File: src/rtl/pptsu_pkg.sv
// pptsu_pkg: shared types, codes and the control store of the period sequencer
// used by pptsu_seq, pptsu_dp and pwm_period_trajectory_sequencer_unit
package pptsu_pkg;

	localparam int PC_W      = 6;
	localparam int CFG_IDX_W = 3;
	localparam int WORD_W    = 16;
	localparam int WADDR_W   = 10;

	localparam logic [1:0] FUNC_WRITE = 2'd0;
	localparam logic [1:0] FUNC_START = 2'd1;
	localparam logic [1:0] FUNC_TICK  = 2'd2;

	localparam logic [CFG_IDX_W-1:0] CFG_MARK_BE   = 3'd0;
	localparam logic [CFG_IDX_W-1:0] CFG_MARK_NORM = 3'd1;
	localparam logic [CFG_IDX_W-1:0] CFG_MARK_LOOP = 3'd2;
	localparam logic [CFG_IDX_W-1:0] CFG_MARK_REV  = 3'd3;
	localparam logic [CFG_IDX_W-1:0] CFG_DUTY      = 3'd4;

	localparam logic [WORD_W-1:0] CMP_STOP    = 16'hFFFF;
	localparam logic [WORD_W-1:0] DUTY_RESET  = 16'd40;

	typedef struct packed {
		logic [WORD_W-1:0] mk_be;
		logic [WORD_W-1:0] mk_norm;
		logic [WORD_W-1:0] mk_loop;
		logic [WORD_W-1:0] mk_rev;
		logic [WORD_W-1:0] duty;
	} cfg_t;

	typedef enum logic [1:0] {
		PLAY_NORMAL = 2'd0,
		PLAY_LOOP   = 2'd1,
		PLAY_REV    = 2'd2
	} play_t;

	// read address source
	typedef enum logic [1:0] {
		A_PTR   = 2'd0,
		A_FWD   = 2'd1,
		A_BACK  = 2'd2,
		A_CONST = 2'd3
	} asel_t;

	typedef enum logic [3:0] {
		D_NONE        = 4'd0,
		D_CLR_RUN     = 4'd1,
		D_SAVE_W      = 4'd2,
		D_SET_ERR     = 4'd3,
		D_LD_PEND_LPP = 4'd4,
		D_LIM_HI      = 4'd5,
		D_LIM_LO      = 4'd6,
		D_LD_PEND     = 4'd7,
		D_SET_PRE     = 4'd8,
		D_GO          = 4'd9,
		D_TOP_PEND    = 4'd10,
		D_LD_LOOPP    = 4'd11,
		D_LOOP_STEP   = 4'd12,
		D_SET_NOW     = 4'd13,
		D_STOP_STEP   = 4'd14
	} dop_t;

	typedef enum logic [2:0] {
		P_HOLD  = 3'd0,
		P_FWD   = 3'd1,
		P_BACK  = 3'd2,
		P_CONST = 3'd3,
		P_MOD   = 3'd4
	} pop_t;

	typedef enum logic [1:0] {
		M_HOLD   = 2'd0,
		M_NORMAL = 2'd1,
		M_LOOP   = 2'd2,
		M_REV    = 2'd3
	} mop_t;

	typedef enum logic [3:0] {
		C_NEXT       = 4'd0,
		C_ALWAYS     = 4'd1,
		C_RD_NE_BE   = 4'd2,
		C_RD_EQ_REV  = 4'd3,
		C_RD_EQ_LOOP = 4'd4,
		C_RD_EQ_NORM = 4'd5,
		C_RD_NE_NORM = 4'd6,
		C_W_EQ_LOOP  = 4'd7,
		C_W_EQ_NORM  = 4'd8,
		C_STOP_NOW   = 4'd9,
		C_STOP_PRE   = 4'd10,
		C_MODE_LOOP  = 4'd11,
		C_MODE_REV   = 4'd12,
		C_CNT_NE_LIM = 4'd13
	} cond_t;

	typedef struct packed {
		logic            rd;
		asel_t           asel;
		logic [2:0]      k;
		dop_t            dop;
		pop_t            pop;
		mop_t            mop;
		cond_t           cond;
		logic [PC_W-1:0] target;
		logic            last;
	} uctl_t;

	typedef struct packed {
		logic  wr;
		logic  step;
		uctl_t uw;
	} seq_ctl_t;

	typedef struct packed {
		logic take;
		logic active;
	} dp_status_t;

	typedef struct packed {
		logic [WORD_W-1:0] period_top;
		logic [WORD_W-1:0] compare_value;
		logic              timer_running;
		logic              sequence_active;
		logic [1:0]        error_code;
	} res_t;

	// program labels
	localparam logic [PC_W-1:0] L_START = 6'd0;
	localparam logic [PC_W-1:0] L_E3    = 6'd5;
	localparam logic [PC_W-1:0] L_E1    = 6'd6;
	localparam logic [PC_W-1:0] L_E2    = 6'd7;
	localparam logic [PC_W-1:0] L_LS0   = 6'd8;
	localparam logic [PC_W-1:0] L_NS0   = 6'd11;
	localparam logic [PC_W-1:0] L_GO    = 6'd14;
	localparam logic [PC_W-1:0] L_TICK  = 6'd15;
	localparam logic [PC_W-1:0] L_PREE  = 6'd24;
	localparam logic [PC_W-1:0] L_DONE  = 6'd25;
	localparam logic [PC_W-1:0] L_NL0   = 6'd26;
	localparam logic [PC_W-1:0] L_MR0   = 6'd30;
	localparam logic [PC_W-1:0] L_L0    = 6'd35;
	localparam logic [PC_W-1:0] L_TSP   = 6'd40;
	localparam logic [PC_W-1:0] L_LN    = 6'd41;
	localparam logic [PC_W-1:0] L_R0    = 6'd42;
	localparam logic [PC_W-1:0] L_TSN   = 6'd48;
	localparam logic [PC_W-1:0] L_LAST  = 6'd48;

	function automatic uctl_t uc(input logic rd, input asel_t a, input logic [2:0] k,
			input dop_t d, input pop_t p, input mop_t m, input cond_t c,
			input logic [PC_W-1:0] t, input logic last);
		uctl_t w;
		w.rd = rd; w.asel = a; w.k = k; w.dop = d; w.pop = p; w.mop = m;
		w.cond = c; w.target = t; w.last = last;
		return w;
	endfunction

	function automatic uctl_t ucode(input logic [PC_W-1:0] pc);
		uctl_t w;
		case (pc)
			// start: header check, first segment setup and launch
			6'd0:  w = uc(1, A_CONST, 0, D_NONE, P_HOLD, M_HOLD, C_NEXT, L_START, 0);
			6'd1:  w = uc(1, A_CONST, 1, D_CLR_RUN, P_HOLD, M_HOLD, C_RD_NE_BE, L_E1, 0);
			6'd2:  w = uc(1, A_CONST, 2, D_SAVE_W, P_HOLD, M_HOLD, C_RD_EQ_REV, L_E2, 0);
			6'd3:  w = uc(0, A_PTR, 0, D_NONE, P_HOLD, M_HOLD, C_W_EQ_LOOP, L_LS0, 0);
			6'd4:  w = uc(0, A_PTR, 0, D_NONE, P_HOLD, M_HOLD, C_W_EQ_NORM, L_NS0, 0);
			6'd5:  w = uc(0, A_PTR, 3, D_SET_ERR, P_HOLD, M_HOLD, C_NEXT, L_START, 1);
			6'd6:  w = uc(0, A_PTR, 1, D_SET_ERR, P_HOLD, M_HOLD, C_NEXT, L_START, 1);
			6'd7:  w = uc(0, A_PTR, 2, D_SET_ERR, P_HOLD, M_HOLD, C_NEXT, L_START, 1);
			6'd8:  w = uc(1, A_CONST, 3, D_LD_PEND_LPP, P_HOLD, M_HOLD, C_NEXT, L_START, 0);
			6'd9:  w = uc(1, A_CONST, 4, D_LIM_HI, P_HOLD, M_HOLD, C_NEXT, L_START, 0);
			6'd10: w = uc(0, A_PTR, 5, D_LIM_LO, P_CONST, M_LOOP, C_ALWAYS, L_GO, 0);
			6'd11: w = uc(1, A_CONST, 3, D_LD_PEND, P_CONST, M_NORMAL, C_NEXT, L_START, 0);
			6'd12: w = uc(0, A_PTR, 0, D_NONE, P_HOLD, M_HOLD, C_RD_NE_BE, L_GO, 0);
			6'd13: w = uc(0, A_PTR, 0, D_SET_PRE, P_HOLD, M_HOLD, C_NEXT, L_START, 0);
			6'd14: w = uc(0, A_PTR, 0, D_GO, P_HOLD, M_HOLD, C_NEXT, L_START, 1);
			// tick: dispatch
			6'd15: w = uc(0, A_PTR, 0, D_TOP_PEND, P_HOLD, M_HOLD, C_STOP_NOW, L_TSN, 0);
			6'd16: w = uc(0, A_PTR, 0, D_NONE, P_HOLD, M_HOLD, C_STOP_PRE, L_TSP, 0);
			6'd17: w = uc(0, A_PTR, 0, D_NONE, P_HOLD, M_HOLD, C_MODE_LOOP, L_L0, 0);
			6'd18: w = uc(0, A_PTR, 0, D_NONE, P_HOLD, M_HOLD, C_MODE_REV, L_R0, 0);
			// normal walk
			6'd19: w = uc(1, A_PTR, 0, D_NONE, P_HOLD, M_HOLD, C_NEXT, L_START, 0);
			6'd20: w = uc(1, A_FWD, 0, D_LD_PEND, P_FWD, M_HOLD, C_NEXT, L_START, 0);
			6'd21: w = uc(0, A_PTR, 0, D_NONE, P_HOLD, M_HOLD, C_RD_EQ_REV, L_MR0, 0);
			6'd22: w = uc(0, A_PTR, 0, D_NONE, P_HOLD, M_HOLD, C_RD_EQ_LOOP, L_NL0, 0);
			6'd23: w = uc(0, A_PTR, 0, D_NONE, P_HOLD, M_HOLD, C_RD_NE_BE, L_DONE, 0);
			6'd24: w = uc(0, A_PTR, 0, D_SET_PRE, P_HOLD, M_HOLD, C_NEXT, L_START, 1);
			6'd25: w = uc(0, A_PTR, 0, D_NONE, P_HOLD, M_HOLD, C_NEXT, L_START, 1);
			// loop segment header
			6'd26: w = uc(1, A_FWD, 0, D_NONE, P_FWD, M_HOLD, C_NEXT, L_START, 0);
			6'd27: w = uc(1, A_FWD, 0, D_LD_LOOPP, P_FWD, M_HOLD, C_NEXT, L_START, 0);
			6'd28: w = uc(1, A_FWD, 0, D_LIM_HI, P_FWD, M_HOLD, C_NEXT, L_START, 0);
			6'd29: w = uc(0, A_PTR, 0, D_LIM_LO, P_FWD, M_LOOP, C_NEXT, L_START, 1);
			// reverse jump: fetch pointer, reduce it modulo the depth
			6'd30: w = uc(1, A_FWD, 0, D_NONE, P_HOLD, M_REV, C_NEXT, L_START, 0);
			6'd31: w = uc(0, A_PTR, 0, D_SAVE_W, P_HOLD, M_HOLD, C_NEXT, L_START, 0);
			6'd32: w = uc(0, A_PTR, 0, D_NONE, P_HOLD, M_HOLD, C_NEXT, L_START, 0);
			6'd33: w = uc(0, A_PTR, 0, D_NONE, P_HOLD, M_HOLD, C_NEXT, L_START, 0);
			6'd34: w = uc(0, A_PTR, 0, D_NONE, P_MOD, M_HOLD, C_NEXT, L_START, 1);
			// loop repeat
			6'd35: w = uc(1, A_PTR, 0, D_LOOP_STEP, P_HOLD, M_HOLD, C_NEXT, L_START, 0);
			6'd36: w = uc(0, A_PTR, 0, D_NONE, P_HOLD, M_HOLD, C_CNT_NE_LIM, L_DONE, 0);
			6'd37: w = uc(0, A_PTR, 0, D_NONE, P_HOLD, M_HOLD, C_RD_EQ_NORM, L_LN, 0);
			6'd38: w = uc(0, A_PTR, 0, D_NONE, P_HOLD, M_HOLD, C_RD_EQ_REV, L_MR0, 0);
			6'd39: w = uc(0, A_PTR, 0, D_NONE, P_HOLD, M_HOLD, C_RD_NE_BE, L_DONE, 0);
			6'd40: w = uc(0, A_PTR, 0, D_SET_NOW, P_HOLD, M_HOLD, C_NEXT, L_START, 1);
			6'd41: w = uc(0, A_PTR, 0, D_NONE, P_FWD, M_NORMAL, C_NEXT, L_START, 1);
			// reverse walk
			6'd42: w = uc(1, A_PTR, 0, D_NONE, P_HOLD, M_HOLD, C_NEXT, L_START, 0);
			6'd43: w = uc(1, A_BACK, 0, D_LD_PEND, P_BACK, M_HOLD, C_NEXT, L_START, 0);
			6'd44: w = uc(0, A_PTR, 0, D_NONE, P_HOLD, M_HOLD, C_RD_NE_NORM, L_DONE, 0);
			6'd45: w = uc(1, A_BACK, 0, D_NONE, P_BACK, M_HOLD, C_NEXT, L_START, 0);
			6'd46: w = uc(0, A_PTR, 0, D_NONE, P_HOLD, M_HOLD, C_RD_NE_BE, L_DONE, 0);
			6'd47: w = uc(0, A_PTR, 0, D_SET_PRE, P_HOLD, M_HOLD, C_NEXT, L_START, 1);
			// two-tick stop
			6'd48: w = uc(0, A_PTR, 0, D_STOP_STEP, P_HOLD, M_HOLD, C_NEXT, L_START, 1);
			default: w = uc(0, A_PTR, 0, D_NONE, P_HOLD, M_HOLD, C_NEXT, L_START, 1);
		endcase
		return w;
	endfunction

endpackage

File: src/rtl/pptsu_seq.sv
// pptsu_seq: item dispatch, step counter and control store lookup
// depends on pptsu_pkg
module pptsu_seq
	import pptsu_pkg::*;
(
	input  logic       clk,
	input  logic       arst_n,
	input  logic       in_valid,
	output logic       in_ready,
	input  logic [1:0] func,
	output logic       out_valid,
	input  logic       out_ready,
	input  dp_status_t status,
	output seq_ctl_t   seq
);

	typedef enum logic [2:0] {
		ST_IDLE = 3'b001,
		ST_RUN  = 3'b010,
		ST_OUT  = 3'b100
	} state_t;

	state_t          state_q;
	logic [PC_W-1:0] pc_q;
	uctl_t           uw;
	logic            acc;

	assign uw        = ucode(pc_q);
	assign in_ready  = (state_q == ST_IDLE);
	assign out_valid = (state_q == ST_OUT);
	assign acc       = in_valid && in_ready;

	assign seq.wr   = acc && (func == FUNC_WRITE);
	assign seq.step = (state_q == ST_RUN);
	assign seq.uw   = uw;

	always_ff @(posedge clk or negedge arst_n) begin
		if (!arst_n) begin
			state_q <= ST_IDLE;
			pc_q    <= L_START;
		end else begin
			case (state_q)
				ST_IDLE: begin
					if (acc) begin
						if (func == FUNC_START) begin
							pc_q    <= L_START;
							state_q <= ST_RUN;
						end else if (func == FUNC_TICK && status.active) begin
							pc_q    <= L_TICK;
							state_q <= ST_RUN;
						end else begin
							state_q <= ST_OUT;
						end
					end
				end
				ST_RUN: begin
					if (uw.last) begin
						state_q <= ST_OUT;
					end else if (status.take) begin
						pc_q <= uw.target;
					end else begin
						pc_q <= pc_q + 1'b1;
					end
				end
				ST_OUT: begin
					if (out_ready) begin
						state_q <= ST_IDLE;
					end
				end
				default: state_q <= ST_IDLE;
			endcase
		end
	end

	// the program never runs past its last step
	a_pc_range: assert property (@(posedge clk) disable iff (!arst_n)
		(state_q == ST_RUN) |-> (pc_q <= L_LAST))
		else $error("step counter left the program");

	// a tick on an idle sequence is answered without running the program
	a_idle_tick: assert property (@(posedge clk) disable iff (!arst_n)
		(acc && func == FUNC_TICK && !status.active) |=> out_valid)
		else $error("idle tick entered the program");

endmodule

File: config.mk
export PLATFORM = sky130hd
export DESIGN_NAME = pptsu_seq
export DESIGN_NICKNAME = d
export VERILOG_FILES = /design/src/rtl/pptsu_pkg.sv /design/src/rtl/pptsu_seq.sv
export SDC_FILE = /design/constraint.sdc
export NUM_CORES = 1
export LEC_CHECK = 0
export ABC_AREA = 1
export BUFFER_PORTS_ARGS = -buffer_cell sky130_fd_sc_hd__buf_2
export CAP_MARGIN = 20
export CORE_UTILIZATION = 40
export DETAILED_ROUTE_END_ITERATION = 8
export GPL_TIMING_DRIVEN = 0
export SLEW_MARGIN = 40
export SYNTH_ARGS = -nofsm -noshare
export SYNTH_HDL_FRONTEND = slang
export SYNTH_SLANG_ARGS = --single-unit
File: constraint.sdc
create_clock -name clk -period 4.9 [get_ports clk]
set_input_delay 0.735 -clock clk [delete_from_list [all_inputs] [get_ports clk]]
set_output_delay 0.735 -clock clk [all_outputs]
set_load 0.02 [all_outputs]
* After elaboration in Yosys (flattened, before gate mapping)
Memory sizes are Yosys's and may differ from the RTL's. Cells that the tools add are included. W data, S select, Z words.
Storage, ports and cells: bits in writable memories 0, word-level logic and storage cells 33, output and inout bits 30, bits in read-only memories 1664, input port bits 8, register bits after elaboration 9, latch bits 0, memories kept 1
Cells by class: eq/ne operators 10, bitwise gates (word level) 0, add/subtract/negate cells 1, $mul 0, reduce and logical (&&, ||, !) cells 7, magnitude comparators 0, div/mod/pow operators 0, shifts and indexed selects 0, mux-type cells 12
Memories:
- (no name shown) | words 64, bits a word 26, read ports 1, clocked after memory_dff 0, wr ports 0, RTL line pptsu_pkg.sv:157 | case (pc)
Operators by type and width (count):
- $mux W6 | 5
- $mux W3 | 5
- $pmux W6 S2 | 1
- $pmux W3 S3 | 1
- $add A6 B1 Y6 const B | 1
- $ne A2 B1 Y1 const B | 3
- $reduce_and A4 Y1 | 1
- $eq A3 B1 Y1 const B | 1
- $eq A3 B2 Y1 const B | 1
- $eq A3 B3 Y1 const B | 1
- $logic_and A1 B1 Y1 | 3
- $ne A3 B1 Y1 const B | 1
- $reduce_and A3 Y1 | 1
- $eq A2 B1 Y1 const B | 1
- $eq A2 B2 Y1 const B | 1
- $logic_not A2 Y1 | 1
- $ne A2 B2 Y1 const B | 1
- $reduce_bool A2 Y1 | 1

* Logic depth before layout (Yosys ltp)
depth in word-level cells 6, gate-level depth with buffers 13, mapped depth without buffers 12

* Worst setup path after synthesis
Ideal clock, no wire load.
path type flip-flop to output port, start point register pc_q[0], end point output seq[11] (netlist name), data required time 4.165 ns, buffers on the path 1, arrival 1.896 ns, stages on the path, launching flop included 6, slack 2.269 ns, path through dfrtp_1 > clkbuf_1 > inv_1 > ha_1 > nand2_1 > o311ai_0
RTL lines:
- start, declared | RTL line pptsu_seq.sv:24 | logic [PC_W-1:0] pc_q;
- start signal, assigned | RTL line pptsu_seq.sv:60 | pc_q <= uw.target;
- start signal, assigned | RTL line pptsu_seq.sv:62 | pc_q <= pc_q + 1'b1;
- end, declared | RTL line pptsu_seq.sv:14 | output seq_ctl_t seq

==> metrics <==
status=finished clean; Die W=68.4 um; final setup fails=0; PD cells=690 nW/um2; sequential area share after synthesis=12.8%; largest net degree at the start of global routing=13; Resize count post-CTS=0; share of post-route cells with drive strength above 1=20.6%; DP HPWL=4980 um; area occupied by multi-input gates=1300 um2; fin area=2050 um2; worst-path fanout max=8; Hold WC Path Type=in -> async; Syn-to-layout area delta=16.3%; top cells by area, synth=nand2_1, dfrtp_1, ha_1; full die area=4680 um2; postcts setup bufs=0; Worst EP arrival=2.41 ns; initial drt markers=266; vias in the first global route=1,925; Max Slew Vio Count=0; Pre-antenna DRT Iters=5; cell row count=23; Final #Nets=363; Crit Path Class=reg -> out; Mapped Area=1760 um2; crit end category=primary output; DRC Markers=0; I/O pin total=38; min Tclk post-route=3.14 ns; critical-path cell list=clkbuf_1 > inv_1 > ha_1 > inv_1 > nor3_2 > nand2_1 > o21ai_0 > nor3b_1 > o21ai_0 > buf_2; Relative slew margins=63.7%; yosys warns=0; root buffer cell=clkbuf_8; Power, Total=1.42 mW; fillers=482; DP Area=2010 um2; hold slack=0.349 ns; total area of sequential cells=226 um2; Worst-Skew Late Latency=0.22 ns; total CTS buffers=3; Peak VDD IR=300 uV; CP bufs+invs=4; most used flip-flop cell after synthesis=dfrtp_1; fin crit share=64.1%; area leader, netlist=nand2_1; async set-reset flop share out of synthesis=100%; clock sink total=9; Data required, critical path=4.16 ns; clk buf depth=2; first-pass GRT wire length=9620 um; number of enable flip-flop cells after synthesis=0; f_max=318 MHz; routability cong.=0.966; setup_tns=0 ns; count of final hold-check violations=0; Yosys reg bits=9; global route overflow=0; drt total wl=6190 um; aggregate global-route resource usage=28.2%; syn_nets=322; Synth top area share=20.0%; die height=68.4 um; Ant. Diodes=0; Reg clk slew, reported paths=0.04 ns; via/cell ratio=5.71; CTS tree=done; Worst path top cell family by delay=buffers and inverters; Max Cap Violations=0; Slowest cell on crit path=dfrtp_1; H-tree Lvls=1; Worst Skew=0.00155 ns; Slew @ Worst Pin=0.545 ns; Port Buf Inserts=36; Core ar.=4120 um2; DR WL/cell=15.9 um; Synth Instances=299; Synth cell types=41; cts hold-fix bufs=0; initial antenna violation count=0; Syn Area/Cell=5.90 um2; ANT nets after route=0; Leakage=1.14 nW; Starting Density=42.9%; unrepaired setup endpoints after global routing=false; slowest stage delay, CP=0.42 ns; type of origin of the critical path=flop; total number of vias=2,223
[synth_stat cells (all sizes together) (2+ instances only)]
master	n
nand4	3
o21ai	24
nor3b	2
o211ai	3
o22ai	2
o311ai	2
nor2	29
a21oi	16
nor3	7
nand2	101
dfrtp	8
inv	39
a31oi	2
ha	15
nand3	23
clkbuf	3
a22oi	3
buf	8
[state kept, by name (all words and copies together), names as in the netlist]
signal,flops
state_q,3
pc_q,6
[worst paths after layout]
kind,cells after the start,from,slack (ns),to
min in group clk,3,state_q[1],0.61,state_q[2]
worst min-delay path,1,arst_n,0.35,pc_q[1]
worst min register to register,3,state_q[1],0.61,state_q[2]
worst max-delay path,10,pc_q[0],1.76,seq[17]
max in group asynchronous,1,arst_n,4.31,state_q[0]
worst max register to register,13,pc_q[0],2.53,pc_q[0]
[cell usage in the layout, fill, tap and decap left out, types with 2 or more instances in the layout]
cell type | netlist | final
o311ai_0 | 2 | 2
buf_6 | 5 | 5
nand2_1 | 94 | 94
dfrtp_1 | 8 | 8
clkbuf_1 | 3 | 4
o21ai_0 | 19 | 19
a31oi_1 | 2 | 2
clkbuf_8 | 0 | 3
nand2_2 | 5 | 5
nor3b_1 | 2 | 2
nand3_1 | 21 | 21
buf_2 | 2 | 38
nand4_1 | 2 | 2
o21ai_1 | 4 | 4
inv_2 | 3 | 3
a21oi_1 | 16 | 16
o211ai_1 | 2 | 2
ha_1 | 15 | 15
nor2_1 | 25 | 25
nand2_4 | 2 | 2
inv_1 | 36 | 36
nor2_2 | 2 | 2
nand3_2 | 2 | 2
o22ai_1 | 2 | 2
a22oi_1 | 3 | 3
nor3_1 | 5 | 5
nor2_4 | 2 | 2
[logic make-up after synthesis]
kind of cell             count (synthesis)  synth area share (%)
AND/OR/NAND/NOR                        166                  43.0
AO/OA/AOI/OAI                           57                  19.6
buffers and inverters                   51                  13.4
adder cells (fa/ha/maj)                 15                  10.6
flip-flops                               9                  12.8
XOR/XNOR                                 1                 0.497
[power by group]
part	switching, mW	internal, mW	total (mW)
Sequential	0.0432	0.106	0.149
Combinational	0.815	0.369	1.18
Clock	0.0255	0.0564	0.0819
[metrics by stage]
| step | setup WS, ns | util [%] | cells |
|---|---|---|---|
| after floorplan | 2.27 | - | 299 |
| after global placement | 2.00 | 48.8 | 385 |
| after detailed placement | 2.03 | 48.8 | 385 |
| after CTS | 1.78 | 49.9 | 389 |
| after global routing | 1.54 | 49.9 | 389 |
| final | 1.76 | 49.9 | 389 |
[worst register-to-register path, delay by kind of cell (launching register included)]
family,cells,cell delay (ns)
buffers and inverters,3,0.65
and+or+nand+nor,9,0.92
DFF,1,0.42
adders and majority gates,1,0.28
[cell type report]
cell class                      count  share of cell area (%)
Multi-Input combinational cell    239                    63.4
Sequential cell                     9                    11.0
Timing Repair Buffer               36                    8.78
Inverter                           40                    7.38
Buffer                             11                    4.15
Tap cell                           50                    3.05
Clock buffer                        4                    2.20
[layer usage]
layer	global-route usage [%]	routed length [um]
met5	0	0
met4	8.07	115
met3	4.83	613
met2	41.3	2600
met1	41.3	2860
Note: power is estimated with default switching activity, not from simulation.
